### src/gftq_pkg.sv
package gftq_pkg;

    localparam int NUM_GROUPS   = 16;
    localparam int GROUP_DEPTH  = 64;
    localparam int ELEMENT_BITS = 32;

    localparam int GID_W    = 4;
    localparam int ELEM_W   = 32;
    localparam int GROUP_W  = $clog2(NUM_GROUPS);
    localparam int GSEL_W   = (GROUP_W > GID_W) ? GROUP_W : GID_W;
    localparam int PTR_W    = $clog2(GROUP_DEPTH);
    localparam int CNT_W    = $clog2(GROUP_DEPTH + 1);
    localparam int OCNT_W   = $clog2(NUM_GROUPS + 1);
    localparam int ADDR_W   = $clog2(NUM_GROUPS * GROUP_DEPTH);
    localparam int MEM_DEPTH = NUM_GROUPS * GROUP_DEPTH;

    localparam logic FUNC_ENQ = 1'b0;
    localparam logic FUNC_DEQ = 1'b1;

    typedef enum logic [1:0] {
        ST_OK    = 2'd0,
        ST_EMPTY = 2'd1,
        ST_FULL  = 2'd2
    } status_t;

    typedef struct packed {
        status_t              status;
        logic [GROUP_W-1:0]   grp;
        logic [ADDR_W-1:0]    addr;
        logic                 wr_en;
        logic                 rd_en;
    } ctrl_t;

endpackage

### src/gftq_ctrl.sv
module gftq_ctrl
    import gftq_pkg::*;
(
    input  logic             clk,
    input  logic             rst_n,
    input  logic             fire,
    input  logic             func,
    input  logic [GID_W-1:0] group_id,
    output ctrl_t            ctrl
);

    logic [GROUP_W-1:0] order_queue_reg [NUM_GROUPS];
    logic [GROUP_W-1:0] order_head_reg;
    logic [GROUP_W-1:0] order_tail_reg;
    logic [OCNT_W-1:0]  order_count_reg;
    logic [PTR_W-1:0]   group_head_reg  [NUM_GROUPS];
    logic [PTR_W-1:0]   group_tail_reg  [NUM_GROUPS];
    logic [CNT_W-1:0]   group_count_reg [NUM_GROUPS];

    logic [GSEL_W-1:0]  gid_ext;
    logic               in_range;
    logic [GROUP_W-1:0] gidx;
    logic [GROUP_W-1:0] front;
    logic [GROUP_W-1:0] sel;
    logic [CNT_W-1:0]   cnt;
    logic [PTR_W-1:0]   ptr;
    logic               enq_ok;
    logic               deq_ok;
    logic [ADDR_W-1:0]  base;

    function automatic logic [PTR_W-1:0] ptr_inc(input logic [PTR_W-1:0] v);
        return (v == PTR_W'(GROUP_DEPTH - 1)) ? '0 : v + 1'b1;
    endfunction

    function automatic logic [GROUP_W-1:0] ord_inc(input logic [GROUP_W-1:0] v);
        return (v == GROUP_W'(NUM_GROUPS - 1)) ? '0 : v + 1'b1;
    endfunction

    always_comb
    begin
        gid_ext  = GSEL_W'(group_id);
        in_range = (GSEL_W + 1)'(gid_ext) < (GSEL_W + 1)'(NUM_GROUPS);
        gidx     = gid_ext[GROUP_W-1:0];
        front    = order_queue_reg[order_head_reg];
        sel      = (func == FUNC_DEQ) ? front : gidx;
        cnt      = group_count_reg[sel];
        ptr      = (func == FUNC_DEQ) ? group_head_reg[sel] : group_tail_reg[sel];
        enq_ok   = (func == FUNC_ENQ) && in_range && (cnt < CNT_W'(GROUP_DEPTH));
        deq_ok   = (func == FUNC_DEQ) && (order_count_reg != '0) && (cnt != '0);
        base     = ADDR_W'(sel) * ADDR_W'(GROUP_DEPTH);

        ctrl.addr  = base + ADDR_W'(ptr);
        ctrl.grp   = sel;
        ctrl.wr_en = fire && enq_ok;
        ctrl.rd_en = fire && deq_ok;
        if (func == FUNC_DEQ)
        begin
            ctrl.status = deq_ok ? ST_OK : ST_EMPTY;
        end
        else
        begin
            ctrl.status = enq_ok ? ST_OK : ST_FULL;
        end
    end

    always_ff @(posedge clk)
    begin
        if (fire && enq_ok && (cnt == '0))
        begin
            order_queue_reg[order_tail_reg] <= gidx;
        end
    end

    always_ff @(posedge clk or negedge rst_n)
    begin
        if (!rst_n)
        begin
            order_head_reg  <= '0;
            order_tail_reg  <= '0;
            order_count_reg <= '0;
            for (int i = 0; i < NUM_GROUPS; i++)
            begin
                group_head_reg[i]  <= '0;
                group_tail_reg[i]  <= '0;
                group_count_reg[i] <= '0;
            end
        end
        else if (fire)
        begin
            if (enq_ok)
            begin
                if (cnt == '0)
                begin
                    order_tail_reg  <= ord_inc(order_tail_reg);
                    order_count_reg <= order_count_reg + 1'b1;
                end
                group_tail_reg[sel]  <= ptr_inc(ptr);
                group_count_reg[sel] <= cnt + 1'b1;
            end
            else if (deq_ok)
            begin
                if (cnt == CNT_W'(1))
                begin
                    order_head_reg  <= ord_inc(order_head_reg);
                    order_count_reg <= order_count_reg - 1'b1;
                end
                group_head_reg[sel]  <= ptr_inc(ptr);
                group_count_reg[sel] <= cnt - 1'b1;
            end
        end
    end

endmodule

### config.mk
export PLATFORM = sky130hd
export DESIGN_NAME = gftq_ctrl
export DESIGN_NICKNAME = d
export VERILOG_FILES = /design/src/gftq_pkg.sv /design/src/gftq_ctrl.sv
export SDC_FILE = /design/constraint.sdc
export NUM_CORES = 1
export LEC_CHECK = 0
export BUFFER_PORTS_ARGS = -buffer_cell sky130_fd_sc_hd__buf_2
export CAP_MARGIN = 20
export CELL_PAD_IN_SITES_DETAIL_PLACEMENT = 1
export CELL_PAD_IN_SITES_GLOBAL_PLACEMENT = 1
export CORE_MARGIN = 2
export CORE_UTILIZATION = 51
export DETAILED_ROUTE_END_ITERATION = 7
export HOLD_SLACK_MARGIN = 0.06
export PLACE_DENSITY = 0.91
export RECOVER_POWER = 25
export REMOVE_ABC_BUFFERS = 1
export SYNTH_ARGS = -nofsm -noshare
export SYNTH_HDL_FRONTEND = slang
export SYNTH_SLANG_ARGS = --single-unit
### constraint.sdc
create_clock -name clk -period 13.8 [get_ports clk]
set_clock_uncertainty 0.15 [all_clocks]
set_input_delay 0.69 -clock clk [delete_from_list [all_inputs] [get_ports clk]]
set_output_delay 0.69 -clock clk [all_outputs]
set_load 0.02 [all_outputs]
Word level (Yosys, flattened, before mapping) --
Memories as Yosys holds them, arrays and structs flattened. Index checks and enable logic that the tools add are counted.
Word-level totals: register bits after elaboration 317, bits in writable memories 64, bits of input ports 8, logic and storage cells 122, memories 1
Operators by class: $add $sub $neg 8, $lt $le $gt $ge 3, equal/unequal tests 5, mux-type cells 33, bitwise gates (word level) 3, reductions and logical operators 18
Memory list:
- order_queue_reg | words 16, bits a word 4, read ports 1, clocked after memory_dff 0, write ports 1, line gftq_ctrl.sv:12 | logic [GROUP_W-1:0] order_queue_reg [NUM_GROUPS];
Operators by type and width (count):
- 112-bit bitwise mux | 2
- 112-bit two-way mux | 2
- 96-bit bitwise mux | 2
- 6-bit binary-select mux with 4-bit select | 2
- 6-bit two-way mux | 7
- 7-bit binary-select mux with 4-bit select | 1
- 7-bit demux with 4-bit select | 1
- 6-bit demux with 4-bit select | 1
- 7-bit two-way mux | 3
- 5-bit two-way mux | 4
- 4-bit two-way mux | 3
- 10-bit by 6-bit adder with 10-bit output | 1
- 4-bit by 1-bit adder with 4-bit output, second input constant | 2
- 4-bit equality test, second input constant | 2
- 4-bit AND reduction | 2
- 7-bit by 1-bit adder with 7-bit output, second input constant | 1
- 7-bit by 1-bit equality test with 1-bit output, second input constant | 1
- 1-bit logical AND | 7
- 7-bit zero test | 1
- 7-bit < comparator, second input constant | 1
- 7-bit nonzero test | 1
- 7-bit by 1-bit subtractor with 7-bit output, second input constant | 1
- 6-bit by 1-bit adder with 6-bit output, second input constant | 1
- 6-bit equality test, second input constant | 1
- other kinds (13) | 20

Longest topological paths before layout --
An unclocked memory read counts as a cell.
word-level depth 12, depth in mapped cells 25, gate-level depth less buffers 16

Worst setup path after synthesis --
Ideal clock, no wire load.
path kind reg2reg, start register order_head_reg[0], end memory order_queue_reg[0][0] in the netlist's numbering, enable pin, arrival 4297 ps, slack 9024 ps, stages on the path, launching flop included 20, path buffers 5, cells stage by stage dfrtp_1 buf_6 mux4_2 o2111a_2 a21boi_4 inv_4 buf_6 buf_8 buf_6 nand2_1 a21oi_1 a22oi_1 nand2_2 inv_1 clkbuf_1 ha_1 nand4_1 nor4_4 or3b_1 nor2_1
On the way: word-level cells in the longest chain between the ends 12
RTL lines:
- start, declared | line gftq_ctrl.sv:13 | logic [GROUP_W-1:0] order_head_reg;
- start signal, assigned | line gftq_ctrl.sv:104 | order_head_reg <= ord_inc(order_head_reg);
- memory read 16 x 4 bit (*)
- 4-bit two-way mux (*) | line gftq_ctrl.sv:45 | sel = (func == FUNC_DEQ) ? front : gidx;
- 4-bit NOT with 5-bit output (not written as such) (*) | line gftq_ctrl.sv:46 | cnt = group_count_reg[sel];
- 7-bit binary-select mux with 4-bit select (*) | line gftq_ctrl.sv:46
- 7-bit two-way mux (not written as such) (*) (2 in series) | line gftq_ctrl.sv:46
- 7-bit < comparator | line gftq_ctrl.sv:48 | enq_ok = (func == FUNC_ENQ) && in_range && (cnt < CNT_W'(GROUP_DEPTH));
- 1-bit logical AND | line gftq_ctrl.sv:48
- 1-bit logical AND | line gftq_ctrl.sv:68 | if (fire && enq_ok && (cnt == '0))
- 1-bit logical AND (*) | line gftq_ctrl.sv:68
- 1-bit two-way mux (*) | line gftq_ctrl.sv:68
- 1-bit two-way mux (not written as such) (*) | line gftq_ctrl.sv:70 | order_queue_reg[order_tail_reg] <= gidx;
- end, declared | line gftq_ctrl.sv:12
Every way passes the cells marked *; elsewhere a longest branch is shown, timed or not. The select of a mux whose other input is x is not followed.

==> flow_summary.json <==
{
  "status": "finished, violations left",
  "violations": "max-capacitance violations, max-slew violations",
  "hpwl_microns": 36200,
  "final_cells": 2094,
  "setup_slack_ns": 4.57,
  "dieWidth_microns": 193,
  "switching_power_mw": 2.11,
  "dr_wl_met2_microns": 28800,
  "coreArea_sq_mm": 0.0355,
  "row_count": 69,
  "crit_buf_inv": 3,
  "leakagePower_nw": 8.62,
  "syn-instance-count": 1627,
  "grt_pass1_vias": 15400,
  "final.min_clock_period_ns": 9.23,
  "hold_violations": 0,
  "antenna_cells": 0,
  "start_util": 0.516,
  "tns_ns": 0,
  "fp.dieH_microns": 193,
  "grt_max_degree": 114,
  "slew_headroom": -3.32,
  "critPathSlowestCell": "clkbuf_1",
  "cts-root-buf": "clkbuf_16",
  "ys_types": 82,
  "clock-sinks": 381,
  "intPower_mw": 2.96,
  "worstPathArrival_ns": 9.59,
  "drive_gt1_frac": 0.243,
  "ios": 26,
  "max_cap_viol_count": 2,
  "area_growth_pct": 9.59,
  "ys_seq_elements": 381,
  "globalplace.congestion": 0.845,
  "cts_inserted_buffers": 41,
  "end_kind": "asynchronous set/reset pin",
  "cp_cell_sequence": "clkbuf_1 > clkbuf_1 > buf_4",
  "placed_cells": 2018,
  "clkTransAtPathRegs_ns": 0.06,
  "via_per_inst": 6.64,
  "nNetsFinal": 1621,
  "fmaxAchievable_mhz": 108,
  "fillers": 3657,
  "slowest_delay_ns": 4.41,
  "synthFlopType": "dfrtp_1",
  "synth_edf_count": 64,
  "grt_pass1_wl_microns": 93100,
  "place_worst_setup_slack_ns": 6.39,
  "vdd_drop_max_v": 0.000236,
  "clock_path_buffers": 3,
  "routedWlPerCell_microns": 28.7,
  "syn-cell-area_sq_mm": 0.0183,
  "stdcell_area_sq_mm": 0.0201,
  "finalCritPeriodShare": 0.669,
  "crit_path_start_kind": "input port",
  "p_clk_frac": 0.230,
  "wl_met3_microns": 4800,
  "yosysWarnings": 0,
  "required_ns": 14.16,
  "drt-met1-wl_microns": 23200,
  "placed_area_sq_mm": 0.0186,
  "hold_path_class": "flip-flop to flip-flop",
  "worst_pin_slew_ns": 6.48,
  "p_comb_frac": 0.408,
  "critPathTopFamily": "buffers and inverters",
  "crit_type": "input port to asynchronous set/reset pin",
  "topRoutingLayerUsed": "met5",
  "drt_wl_total_microns": 60100,
  "rsz0062_at_grt": "no",
  "async_flop_share": 0.832,
  "port-buffer-count": 25,
  "crit_fanout": 113,
  "power_density_mw_per_mm2": 253,
  "ys_seq_area_frac": 0.538,
  "ant_nets": 0,
  "drc_errors": 0,
  "switching_share": 0.416,
  "pwr-share-seq": 0.362,
  "drv_slew": 191,
  "h-tree-depth": 2,
  "clk-insertion-delay-late_ns": 0.58,
  "cts_setup_buffers": 0,
  "power_mw": 5.07,
  "avgSynthCellArea_sq_um": 11.2,
  "gr-usage-all-layers": 0.321,
  "dieArea_sq_mm": 0.0374,
  "antenna_found_initial": 0,
  "path_common_cell": "clkbuf_1",
  "drt_iter0_drc": 1544,
  "cts_tree": "built",
  "gr-total-overflow": 0,
  "first_pass_iters": 6,
  "route.vias.total": 13900,
  "cts_resized": 0,
  "ctsHoldBuffers": 0,
  "setup_violations": 0
}
==> cells by family (layout without fill, tap and decap cells) <==
logic type,count (synthesis),in the layout,share of synthesized area
and+or+nand+nor,492,492,0.121
DFF,381,381,0.538
AOI/OAI and AO/OA,305,305,0.110
muxes,281,281,0.176
buffers and inverters,143,149,0.0395
xor gates and xnor gates,14,14,0.00670
adders and majority gates,11,11,0.00752
==> routing by layer <==
layer,GRT usage,up-vias
li1,-,5758
met1,0.403,7110
met2,0.525,760
met3,0.0687,280
met4,0.166,2
met5,0,-
==> cells in the mapped netlist (4+ instances only) <==
cell | instances | area share
a22oi_1 | 20 | 0.0082
nand3_2 | 9 | 0.0049
buf_4 | 8 | 0.0033
xor2_1 | 5 | 0.0024
and2_1 | 9 | 0.0031
nor2_1 | 145 | 0.030
a31oi_1 | 10 | 0.0034
nand3_1 | 62 | 0.017
mux2_2 | 206 | 0.13
o21ai_0 | 14 | 0.0038
and3_1 | 6 | 0.0021
a32oi_1 | 8 | 0.0038
a211oi_2 | 6 | 0.0041
xnor2_1 | 9 | 0.0043
clkbuf_1 | 47 | 0.0096
or2_2 | 9 | 0.0031
mux2_1 | 12 | 0.0074
buf_1 | 4 | 0.00082
nor3_2 | 6 | 0.0033
mux2i_1 | 52 | 0.028
buf_2 | 51 | 0.014
a21oi_2 | 17 | 0.0081
edfxtp_1 | 64 | 0.11
nand4_1 | 15 | 0.0051
nand2_1 | 206 | 0.042
a211oi_1 | 9 | 0.0037
a21oi_1 | 155 | 0.042
inv_1 | 18 | 0.0037
nor3_1 | 5 | 0.0014
a211o_1 | 5 | 0.0024
ha_1 | 11 | 0.0075
mux4_2 | 11 | 0.014
a221oi_1 | 11 | 0.0053
dfrtp_1 | 317 | 0.43
buf_6 | 9 | 0.0055
==> worst paths after layout <==
path	from	end	slack, ns	cells past startpoint
min reg2reg	order_count_reg[4]	order_count_reg[4]	0.33	1
min in group asynchronous	rst_n	group_tail_reg[74]	2.35	1
min	order_count_reg[4]	order_count_reg[4]	0.33	1
max in group clk	order_head_reg[0]	ctrl[0]	6.08	17
max	rst_n	group_count_reg[86]	4.57	3
max reg2reg	order_head_reg[0]	group_head_reg[74]	6.52	13
==> power by group through the flow <==
| stage | Combinational, mW | Clock (mW) | Sequential (mW) |
|---|---|---|---|
| global route | 2.19 | 1.21 | 1.88 |
| detailed placement | 1.92 | 0 | 1.83 |
| floorplan | 1.24 | 0 | 1.73 |
| CTS | 1.98 | 1.17 | 1.83 |
| global placement | 1.79 | 0 | 1.78 |
| finish | 2.07 | 1.17 | 1.84 |
==> worst reg2reg max path, cell delays in order, from the launching register on <==
cell and delay (ns):
dfrtp_1 0.85, mux4_2 0.69, a22oi_1 0.30, o211a_4 0.65, inv_2 0.42, buf_4 0.46, a2111oi_0 0.68, a211oi_1 0.12
a2111oi_1 0.80, a31oi_1 0.31, ha_1 0.41, xor2_2 0.79, buf_4 0.37, mux2_2 0.22
==> layout by cell type (no fill, tap or decap), types with 6 or more instances in the layout <==
| cell type | n |
|---|---|
| nand3_1 | 62 |
| a21oi_1 | 155 |
| o21ai_0 | 14 |
| buf_4 | 24 |
| clkbuf_1 | 15 |
| a211oi_1 | 8 |
| nand3_2 | 9 |
| and3_1 | 6 |
| a221oi_1 | 11 |
| ha_1 | 11 |
| clkbuf_16 | 43 |
| nand4_1 | 15 |
| mux4_2 | 11 |
| a31oi_1 | 10 |
| nand2_1 | 205 |
| clkbuf_8 | 9 |
| and2_1 | 9 |
| inv_1 | 18 |
| mux2i_1 | 52 |
| a22oi_1 | 20 |
| nor2_1 | 145 |
| mux2_1 | 12 |
| dfrtp_1 | 317 |
| edfxtp_1 | 64 |
| a211oi_2 | 7 |
| or2_2 | 9 |
| a32oi_1 | 8 |
| mux2_2 | 206 |
| a21oi_2 | 17 |
| xnor2_1 | 8 |
| buf_2 | 20 |
| nor3_2 | 6 |
==> cell type report <==
type	instances	area (sq um)	share of cell area
inverter	22	85.1	0.00424
timing repair buffer	53	373	0.0186
clock buffer	61	1230	0.0615
tap	461	577	0.0288
multi-input combinational	1103	7770	0.387
clock inverter	13	165	0.00824
sequential	381	9850	0.491
==> through the flow <==
| step | hold slack [ns] | util |
|---|---|---|
| global placement | 0.317 | 0.524 |
| finish | 0.332 | 0.565 |
| floorplan | 0.244 | - |
| detailed placement | 0.323 | 0.525 |
| CTS | 0.0623 | 0.564 |
| global route | 0.350 | 0.565 |
(Power assumes the default switching activity.)
